===== src/hdl/tvc_pkg.sv =====
// Shared types and constants for the TEA-variant block cipher with chaining modes.
`timescale 1ns / 1ps

package tvc_pkg;

    typedef logic [7:0][31:0] t_key;

    localparam logic [2:0] MODE_ECB  = 3'd0;
    localparam logic [2:0] MODE_CBC  = 3'd1;
    localparam logic [2:0] MODE_CFB  = 3'd2;
    localparam logic [2:0] MODE_OFB  = 3'd3;
    localparam logic [2:0] MODE_CTR  = 3'd4;
    localparam logic [2:0] MODE_PCBC = 3'd5;

    localparam logic [2:0] REG_KEY_01 = 3'd0;
    localparam logic [2:0] REG_KEY_23 = 3'd1;
    localparam logic [2:0] REG_KEY_45 = 3'd2;
    localparam logic [2:0] REG_KEY_67 = 3'd3;
    localparam logic [2:0] REG_IV     = 3'd4;
    localparam logic [2:0] REG_MODE   = 3'd5;
    localparam logic [2:0] REG_DEC    = 3'd6;
    localparam logic [2:0] REG_WIDE   = 3'd7;

    localparam logic [3:0] FULL_BYTES = 4'd8;
    localparam logic [7:0] PAD_BYTE   = 8'h01;

endpackage


===== src/hdl/tvc_round.sv =====
// Shared half-round unit: adds or subtracts the keyed mix of one word to the other.
`timescale 1ns / 1ps

module tvc_round #(
    parameter int IW = 7
) (
    input  logic [31:0]       i_src,
    input  logic [31:0]       i_dst,
    input  tvc_pkg::t_key     i_key,
    input  logic [IW-1:0]     i_idx,
    input  logic              i_wide,
    input  logic              i_dec,
    output logic [31:0]       o_dst
);
    import tvc_pkg::*;

    logic [2:0]  kidx;
    logic [2:0]  ksel;
    logic [31:0] mix;

    assign kidx  = 3'(i_idx);
    assign ksel  = i_wide ? kidx : {1'b0, kidx[1:0]};
    assign mix   = i_src + ((i_src << 6) ^ (i_src >> 8)) + i_key[ksel] + 32'(i_idx);
    assign o_dst = i_dec ? (i_dst - mix) : (i_dst + mix);

endmodule


===== src/hdl/tea_variant_cipher_with_modes_top.sv =====
// Top level: configuration registers, sequencer, chaining logic and output register.
`timescale 1ns / 1ps
// An accepted block runs N half-round steps, where N is ROUNDS_SHORT_KEY or ROUNDS_LONG_KEY,
// then its result is written to the output register once the slot is free; a rejected
// short block skips the steps. The single shared half-round unit takes one item at a time.
// The next item is accepted while a finished result still waits in the output register.
// Synchronous active-low reset clears the registers, the chaining value and the sequencer.

module tea_variant_cipher_with_modes_top #(
    parameter int ROUNDS_SHORT_KEY = 48,
    parameter int ROUNDS_LONG_KEY  = 64
) (
    input  logic        i_clk,
    input  logic        i_rst_n,
    input  logic        i_in_valid,
    output logic        o_in_ready,
    input  logic [63:0] i_data_block,
    input  logic [3:0]  i_byte_count,
    input  logic        i_first_block,
    output logic        o_out_valid,
    input  logic        i_out_ready,
    output logic [63:0] o_out_block,
    output logic [2:0]  o_pad_count,
    output logic        o_status,
    input  logic        i_cfg_we,
    input  logic [2:0]  i_cfg_index,
    input  logic [63:0] i_cfg_data
);
    import tvc_pkg::*;

    localparam int MAX_R = (ROUNDS_SHORT_KEY > ROUNDS_LONG_KEY) ?
                           ROUNDS_SHORT_KEY : ROUNDS_LONG_KEY;
    localparam int IW = (MAX_R > 2) ? $clog2(MAX_R) : 1;
    localparam logic [IW-1:0] LAST_SHORT = IW'(ROUNDS_SHORT_KEY - 1);
    localparam logic [IW-1:0] LAST_LONG  = IW'(ROUNDS_LONG_KEY - 1);

    localparam logic [1:0] S_IDLE = 2'd0;
    localparam logic [1:0] S_RUN  = 2'd1;
    localparam logic [1:0] S_FIN  = 2'd2;

    t_key        r_key;
    logic [63:0] r_iv;
    logic [2:0]  r_mode;
    logic        r_dec;
    logic        r_wide;

    logic [1:0]    r_state, n_state;
    logic [IW-1:0] r_idx, n_idx;
    logic [31:0]   r_l, n_l, r_r, n_r;
    logic [63:0]   r_p, n_p;
    logic [63:0]   r_chain, n_chain;
    logic [2:0]    r_pad, n_pad;
    logic          r_rej, n_rej;
    logic          r_dec_run, n_dec_run;
    logic          r_out_valid, n_out_valid;
    logic [63:0]   r_out_block, n_out_block;
    logic [2:0]    r_out_pad, n_out_pad;
    logic          r_out_status, n_out_status;

    logic          accept;
    logic          short_blk;
    logic [3:0]    cnt;
    logic [63:0]   padded;
    logic [2:0]    pad_val;
    logic [63:0]   c_load;
    logic [63:0]   cin;
    logic          cdec;
    logic [IW-1:0] last_idx;
    logic [IW-1:0] end_idx;
    logic [31:0]   rnd_src, rnd_dst, rnd_out;
    logic [63:0]   kout;
    logic [63:0]   fin_out;
    logic [63:0]   fin_chain;
    logic          slot_free;

    assign o_in_ready  = (r_state == S_IDLE);
    assign accept      = i_in_valid && o_in_ready;
    assign o_out_valid = r_out_valid;
    assign o_out_block = r_out_block;
    assign o_pad_count = r_out_pad;
    assign o_status    = r_out_status;

    assign last_idx  = r_wide ? LAST_LONG : LAST_SHORT;
    assign end_idx   = r_dec_run ? '0 : last_idx;
    assign short_blk = (i_byte_count < FULL_BYTES);
    assign cnt       = short_blk ? i_byte_count : FULL_BYTES;
    assign c_load    = i_first_block ? r_iv : r_chain;
    assign slot_free = !r_out_valid || i_out_ready;
    assign kout      = {r_r, r_l};

    always_comb begin
        padded = i_data_block;
        for (int b = 0; b < 8; b++) begin
            if (!r_dec && (4'(b) >= cnt)) begin
                padded[8*b +: 8] = PAD_BYTE;
            end
        end
        if (r_dec || !short_blk) begin
            pad_val = '0;
        end else if (cnt == '0) begin
            pad_val = 3'd7;
        end else begin
            pad_val = 3'(FULL_BYTES - cnt);
        end
    end

    always_comb begin
        cin  = padded;
        cdec = r_dec;
        case (r_mode)
            MODE_CBC, MODE_PCBC: begin
                cin = r_dec ? padded : (padded ^ c_load);
            end
            MODE_CFB, MODE_OFB, MODE_CTR: begin
                cin  = c_load;
                cdec = 1'b0;
            end
            default: begin
                cin = padded;
            end
        endcase
    end

    assign rnd_src = r_idx[0] ? r_r : r_l;
    assign rnd_dst = r_idx[0] ? r_l : r_r;

    tvc_round #(
        .IW(IW)
    ) u_round (
        .i_src  (rnd_src),
        .i_dst  (rnd_dst),
        .i_key  (r_key),
        .i_idx  (r_idx),
        .i_wide (r_wide),
        .i_dec  (r_dec_run),
        .o_dst  (rnd_out)
    );

    always_comb begin
        fin_out   = kout;
        fin_chain = r_chain;
        case (r_mode)
            MODE_ECB: begin
                fin_out = kout;
            end
            MODE_CBC: begin
                fin_out   = r_dec ? (kout ^ r_chain) : kout;
                fin_chain = r_dec ? r_p : kout;
            end
            MODE_CFB: begin
                fin_out   = kout ^ r_p;
                fin_chain = r_dec ? r_p : (kout ^ r_p);
            end
            MODE_OFB: begin
                fin_out   = kout ^ r_p;
                fin_chain = kout;
            end
            MODE_CTR: begin
                fin_out   = kout ^ r_p;
                fin_chain = r_chain + 64'd1;
            end
            MODE_PCBC: begin
                fin_out   = r_dec ? (kout ^ r_chain) : kout;
                fin_chain = r_p ^ fin_out;
            end
            default: begin
                fin_out = kout;
            end
        endcase
    end

    always_comb begin
        n_state      = r_state;
        n_idx        = r_idx;
        n_l          = r_l;
        n_r          = r_r;
        n_p          = r_p;
        n_chain      = r_chain;
        n_pad        = r_pad;
        n_rej        = r_rej;
        n_dec_run    = r_dec_run;
        n_out_valid  = r_out_valid && !i_out_ready;
        n_out_block  = r_out_block;
        n_out_pad    = r_out_pad;
        n_out_status = r_out_status;
        case (r_state)
            S_IDLE: begin
                if (accept) begin
                    if (r_dec && short_blk) begin
                        n_rej   = 1'b1;
                        n_state = S_FIN;
                    end else begin
                        n_rej     = 1'b0;
                        n_l       = cin[31:0];
                        n_r       = cin[63:32];
                        n_p       = padded;
                        n_chain   = c_load;
                        n_pad     = pad_val;
                        n_dec_run = cdec;
                        n_idx     = cdec ? last_idx : '0;
                        n_state   = S_RUN;
                    end
                end
            end
            S_RUN: begin
                if (r_idx[0]) begin
                    n_l = rnd_out;
                end else begin
                    n_r = rnd_out;
                end
                if (r_idx == end_idx) begin
                    n_state = S_FIN;
                end else begin
                    n_idx = r_dec_run ? (r_idx - 1'b1) : (r_idx + 1'b1);
                end
            end
            S_FIN: begin
                if (slot_free) begin
                    n_out_valid = 1'b1;
                    if (r_rej) begin
                        n_out_block  = '0;
                        n_out_pad    = '0;
                        n_out_status = 1'b1;
                    end else begin
                        n_out_block  = fin_out;
                        n_out_pad    = r_pad;
                        n_out_status = 1'b0;
                        n_chain      = fin_chain;
                    end
                    n_state = S_IDLE;
                end
            end
            default: begin
                n_state = S_IDLE;
            end
        endcase
    end

    always_ff @(posedge i_clk) begin
        if (!i_rst_n) begin
            r_key       <= '0;
            r_iv        <= '0;
            r_mode      <= MODE_ECB;
            r_dec       <= 1'b0;
            r_wide      <= 1'b0;
            r_state     <= S_IDLE;
            r_chain     <= '0;
            r_out_valid <= 1'b0;
            r_rej       <= 1'b0;
        end else begin
            if (i_cfg_we) begin
                case (i_cfg_index)
                    REG_KEY_01: r_key[1:0] <= i_cfg_data;
                    REG_KEY_23: r_key[3:2] <= i_cfg_data;
                    REG_KEY_45: r_key[5:4] <= i_cfg_data;
                    REG_KEY_67: r_key[7:6] <= i_cfg_data;
                    REG_IV:     r_iv       <= i_cfg_data;
                    REG_MODE:   r_mode     <= i_cfg_data[2:0];
                    REG_DEC:    r_dec      <= i_cfg_data[0];
                    REG_WIDE:   r_wide     <= i_cfg_data[0];
                    default:    r_wide     <= r_wide;
                endcase
            end
            r_state     <= n_state;
            r_chain     <= n_chain;
            r_out_valid <= n_out_valid;
            r_rej       <= n_rej;
        end
    end

    always_ff @(posedge i_clk) begin
        r_idx        <= n_idx;
        r_l          <= n_l;
        r_r          <= n_r;
        r_p          <= n_p;
        r_pad        <= n_pad;
        r_dec_run    <= n_dec_run;
        r_out_block  <= n_out_block;
        r_out_pad    <= n_out_pad;
        r_out_status <= n_out_status;
    end

    a_reject_zero : assert property (@(posedge i_clk) disable iff (!i_rst_n)
        (o_out_valid && o_status) |-> (o_out_block == '0 && o_pad_count == '0))
        else $error("Rejected item carries a nonzero payload.");

    a_busy_after_accept : assert property (@(posedge i_clk) disable iff (!i_rst_n)
        accept |=> !o_in_ready)
        else $error("Input accepted again while the previous item is in work.");

    a_idx_range : assert property (@(posedge i_clk) disable iff (!i_rst_n)
        (r_state == S_RUN) |-> (r_idx <= last_idx))
        else $error("Half-round index beyond the round count.");

    a_result_after_fin : assert property (@(posedge i_clk) disable iff (!i_rst_n)
        (r_state == S_FIN && slot_free) |=> (o_out_valid && o_in_ready))
        else $error("Finished item did not reach the output register.");

endmodule

===== config.mk =====
export PLATFORM = sky130hd
export DESIGN_NAME = tea_variant_cipher_with_modes_top
export DESIGN_NICKNAME = d
export VERILOG_FILES = /design/src/hdl/tvc_pkg.sv /design/src/hdl/tvc_round.sv /design/src/hdl/tea_variant_cipher_with_modes_top.sv
export SDC_FILE = /design/constraint.sdc
export NUM_CORES = 2
export LEC_CHECK = 0
export BUFFER_PORTS_ARGS = -buffer_cell sky130_fd_sc_hd__buf_2
export CAP_MARGIN = 20
export CORE_MARGIN = 2
export CORE_UTILIZATION = 45
export DETAILED_ROUTE_END_ITERATION = 6
export SLEW_MARGIN = 20
export SYNTH_ARGS = -nofsm -noshare
export SYNTH_HDL_FRONTEND = slang
export SYNTH_HIERARCHICAL = 1
export SYNTH_SLANG_ARGS = --single-unit

===== constraint.sdc =====
create_clock -name i_clk -period 17.2 [get_ports i_clk]
set_clock_uncertainty 0.05 [all_clocks]
set_input_delay 2.58 -clock i_clk [delete_from_list [all_inputs] [get_ports i_clk]]
set_output_delay 2.58 -clock i_clk [all_outputs]
set_load 0.01 [all_outputs]

==> flow_summary.ini <==
[status]
violations = design-rule violations
outcome = complete, but fails checks

[detailed_routing]
wirelength_um = 166000
drt_pass1_iterations = 7
num_vias = 37900
viasPerCell = 6.26
wl_met3_um = 16900
drc_errors = 2
wl_met2_um = 71400
topRoutingLayerUsed = met5
met1Wirelength_um = 66300
wire_per_inst_um = 27.4
antenna_left = 0
drt_iter0_drc = 4473

[sta]
rsz0062_at_grt = false
hold_viol = 0
tightest_slew_ns = 1.19
layout_min_cycle_time_ns = 9.20
fmax_ghz = 0.109
fin_crit_sh_pct = 53.5
fin_tns_setup_ns = 0
maxSlewViolCount = 0
finalSetupViolCount = 0
max_slew_margin_pct = 19.5

[worst_setup_path]
crit_type = register to register
critPathMaxFanout = 39
required_ns = 17.51
end_kind = register
slowest_stage = or4b_1
crit_path_max_incr_delay_ns = 0.66
r2r_cells = 27
arrival_ns = 9.51
cp-start-kind = register

[clocking]
post_cts_buffers = 0
clock-sinks = 599
tritoncts = done
clock-root-buffer = clkbuf_16
path_clk_slew_ns = 0.06
numCtsBuffers = 73
cts_max_level = 3
cts_resized = 0
cts_hold_buf = 0
clk_path_buf_depth = 3
clk_latency_ns = 0.67

[die]
io_pins = 211
die_w_um = 305
dieArea_um2 = 93200
initial_core_util_pct = 45.4
row_count = 110
fp.dieH_um = 305
core_area_um2 = 90000

[place]
hpwl_um = 117000
portBuffers = 210
place_congestion = 1.02
place_area_um2 = 42500

[synth]
syn_avg_cell_area_um2 = 8.43
synth-seq-area-share_pct = 34.4
synth.area.top_cells = dfxtp_1 19%, edfxtp_1 15%, nand2_1 9.0%, a21boi_0 6.1%, xnor2_1 3.7%
ys_async_sr_fraction_pct = 0
synth_top_area_share_pct = 19.3
synth_commonest_cells = 979 x nand2_1, 393 x dfxtp_1, 333 x a21boi_0
netlist_area_um2 = 40900
yosysMostFrequentCell = nand2_1
synthCells = 4845
yosysWarnings = 6
synth.distinct_cells = 91
syn-num-nets = 5119
synth_ff_type = dfxtp_1
synth_edf_count = 206
yosys.area.top_type = dfxtp_1
synth-seq-cells = 599

[power]
switching_share_pct = 50.7
p_sw_w = 0.00560
comb_power_share_pct = 67.3
p_leak_nw = 16.4
clkPwrFrac_pct = 14.4
ir_drop_v = 0.000225
p_per_area_nw_per_um2 = 246
p_int_w = 0.00544
p_seq_share_pct = 18.3

[finish]
final_cell_area_um2 = 44900
final_nets = 5082
drive_above_1_share_pct = 13.0
nFillCells = 8765
syn_to_final_growth_pct = 9.98

[grt]
antenna_found_initial = 15
grt_pass1_wl_um = 240000
gr-total-overflow = 0
grt_pass1_vias = 35000
grt_usage_pct = 34.5
grt_max_degree = 117

[job]
cap_violations = 0

[min_path]
hold_class = register to register
hold_path_depth = 2
-- worst max-delay path, delay by kind of cell (launching register included) --
kind                     cells  cell delay (ns)
flip-flops                   1             0.34
AO/OA/AOI/OAI                7             1.92
XOR/XNOR                     3             0.75
adder cells (fa/ha/maj)      4             1.70
buffers and inverters        2             1.25
multiplexers                 2             0.87
AND/OR/NAND/NOR              9             1.95
-- cell families after synthesis --
kind of cell | count (synthesis) | synth area share (%)
AO/OA/AOI/OAI | 1380 | 22.7
XOR/XNOR | 305 | 6.57
adder cells (fa/ha/maj) | 133 | 4.79
buffers and inverters | 503 | 4.88
flip-flops | 599 | 34.4
multiplexers | 269 | 8.87
AND/OR/NAND/NOR | 1656 | 17.8
-- metrics by stage --
| stage | hold slack [ns] | utilization [%] | cells | setup WS, ns | power, W |
|---|---|---|---|---|---|
| global placement | 0.400 | 47.2 | 5909 | 8.05 | 0.00920 |
| detailed placement | 0.406 | 47.2 | 5909 | 7.98 | 0.00919 |
| finish | 0.414 | 49.9 | 6048 | 8.00 | 0.0110 |
| CTS | 0.414 | 49.9 | 6044 | 7.94 | 0.0108 |
| global route | 0.434 | 49.9 | 6046 | 7.27 | 0.0118 |
| floorplan | 0.356 | - | 4845 | 9.16 | 0.00727 |
-- power groups by stage --
stage / Clock [W] / Combinational, W / Sequential (W)
floorplan: 0 / 0.00545 / 0.00181
global placement: 0 / 0.00718 / 0.00201
detailed placement: 0 / 0.00717 / 0.00202
CTS: 0.00161 / 0.00722 / 0.00199
global route: 0.00166 / 0.00808 / 0.00202
finish: 0.00159 / 0.00742 / 0.00202
-- state kept, by name (all words and copies together) (netlist names) --
register,flops
o_out_block,64
o_out_valid,1
o_pad_count,3
o_status,1
r_chain,64
r_dec,1
r_dec_run,1
r_idx,6
r_iv,64
r_key,256
r_l,32
r_mode,3
r_p,64
r_pad,3
r_r,32
r_rej,1
r_state,2
r_wide,1
-- layout make-up --
class / instances / area (um2) / area share [%]
Clock buffer: 96 / 2060 / 4.58
Multi-Input combinational cell: 3743 / 25000 / 55.6
Sequential cell: 599 / 14100 / 31.3
Timing Repair Buffer: 278 / 1570 / 3.50
Tap cell: 1176 / 1470 / 3.28
Inverter: 113 / 424 / 0.944
Antenna cell: 4 / 10.0 / 0.0223
Clock inverter: 39 / 372 / 0.827
-- cell usage in the layout, fill, tap and decap left out, types with 37 or more instances in the layout --
cell type  Yosys  final
mux2_2       105    105
xor2_1       131    131
o211ai_1      37     37
a22oi_1       66     66
nor3_1        59     57
nor2_1       244    239
nand3_1       92     90
mux2i_1      100    100
xnor2_1      173    172
clkbuf_16      0     76
nor2b_1       51     48
edfxtp_1     206    206
and2_1        43     40
a21o_1        41     41
a21boi_0     333    333
nand2_1      979    971
mux4_2        64     64
ha_1          94     94
fa_1          39     39
o311ai_0      38     38
buf_2         50    208
dfxtp_1      393    389
o21ai_0      274    272
a21oi_1      264    262
inv_1        112    111
buf_4          5     69
-- per-layer routing --
layer	global-route usage (%)	vias up
met4	19.8	8
met5	0	-
met1	45.8	18200
met2	52.0	2012
met3	7.24	424
li1	-	17200
-- final timing paths --
check / from / endpoint / slack [ns]
min: r_key[165] / r_key[165] / 0.41
min reg2reg: r_key[165] / r_key[165] / 0.41
max: r_idx[0] / r_l[31] / 8.00
max reg2reg: r_idx[0] / r_l[31] / 8.00
Power figures use the tool's default switching activity.
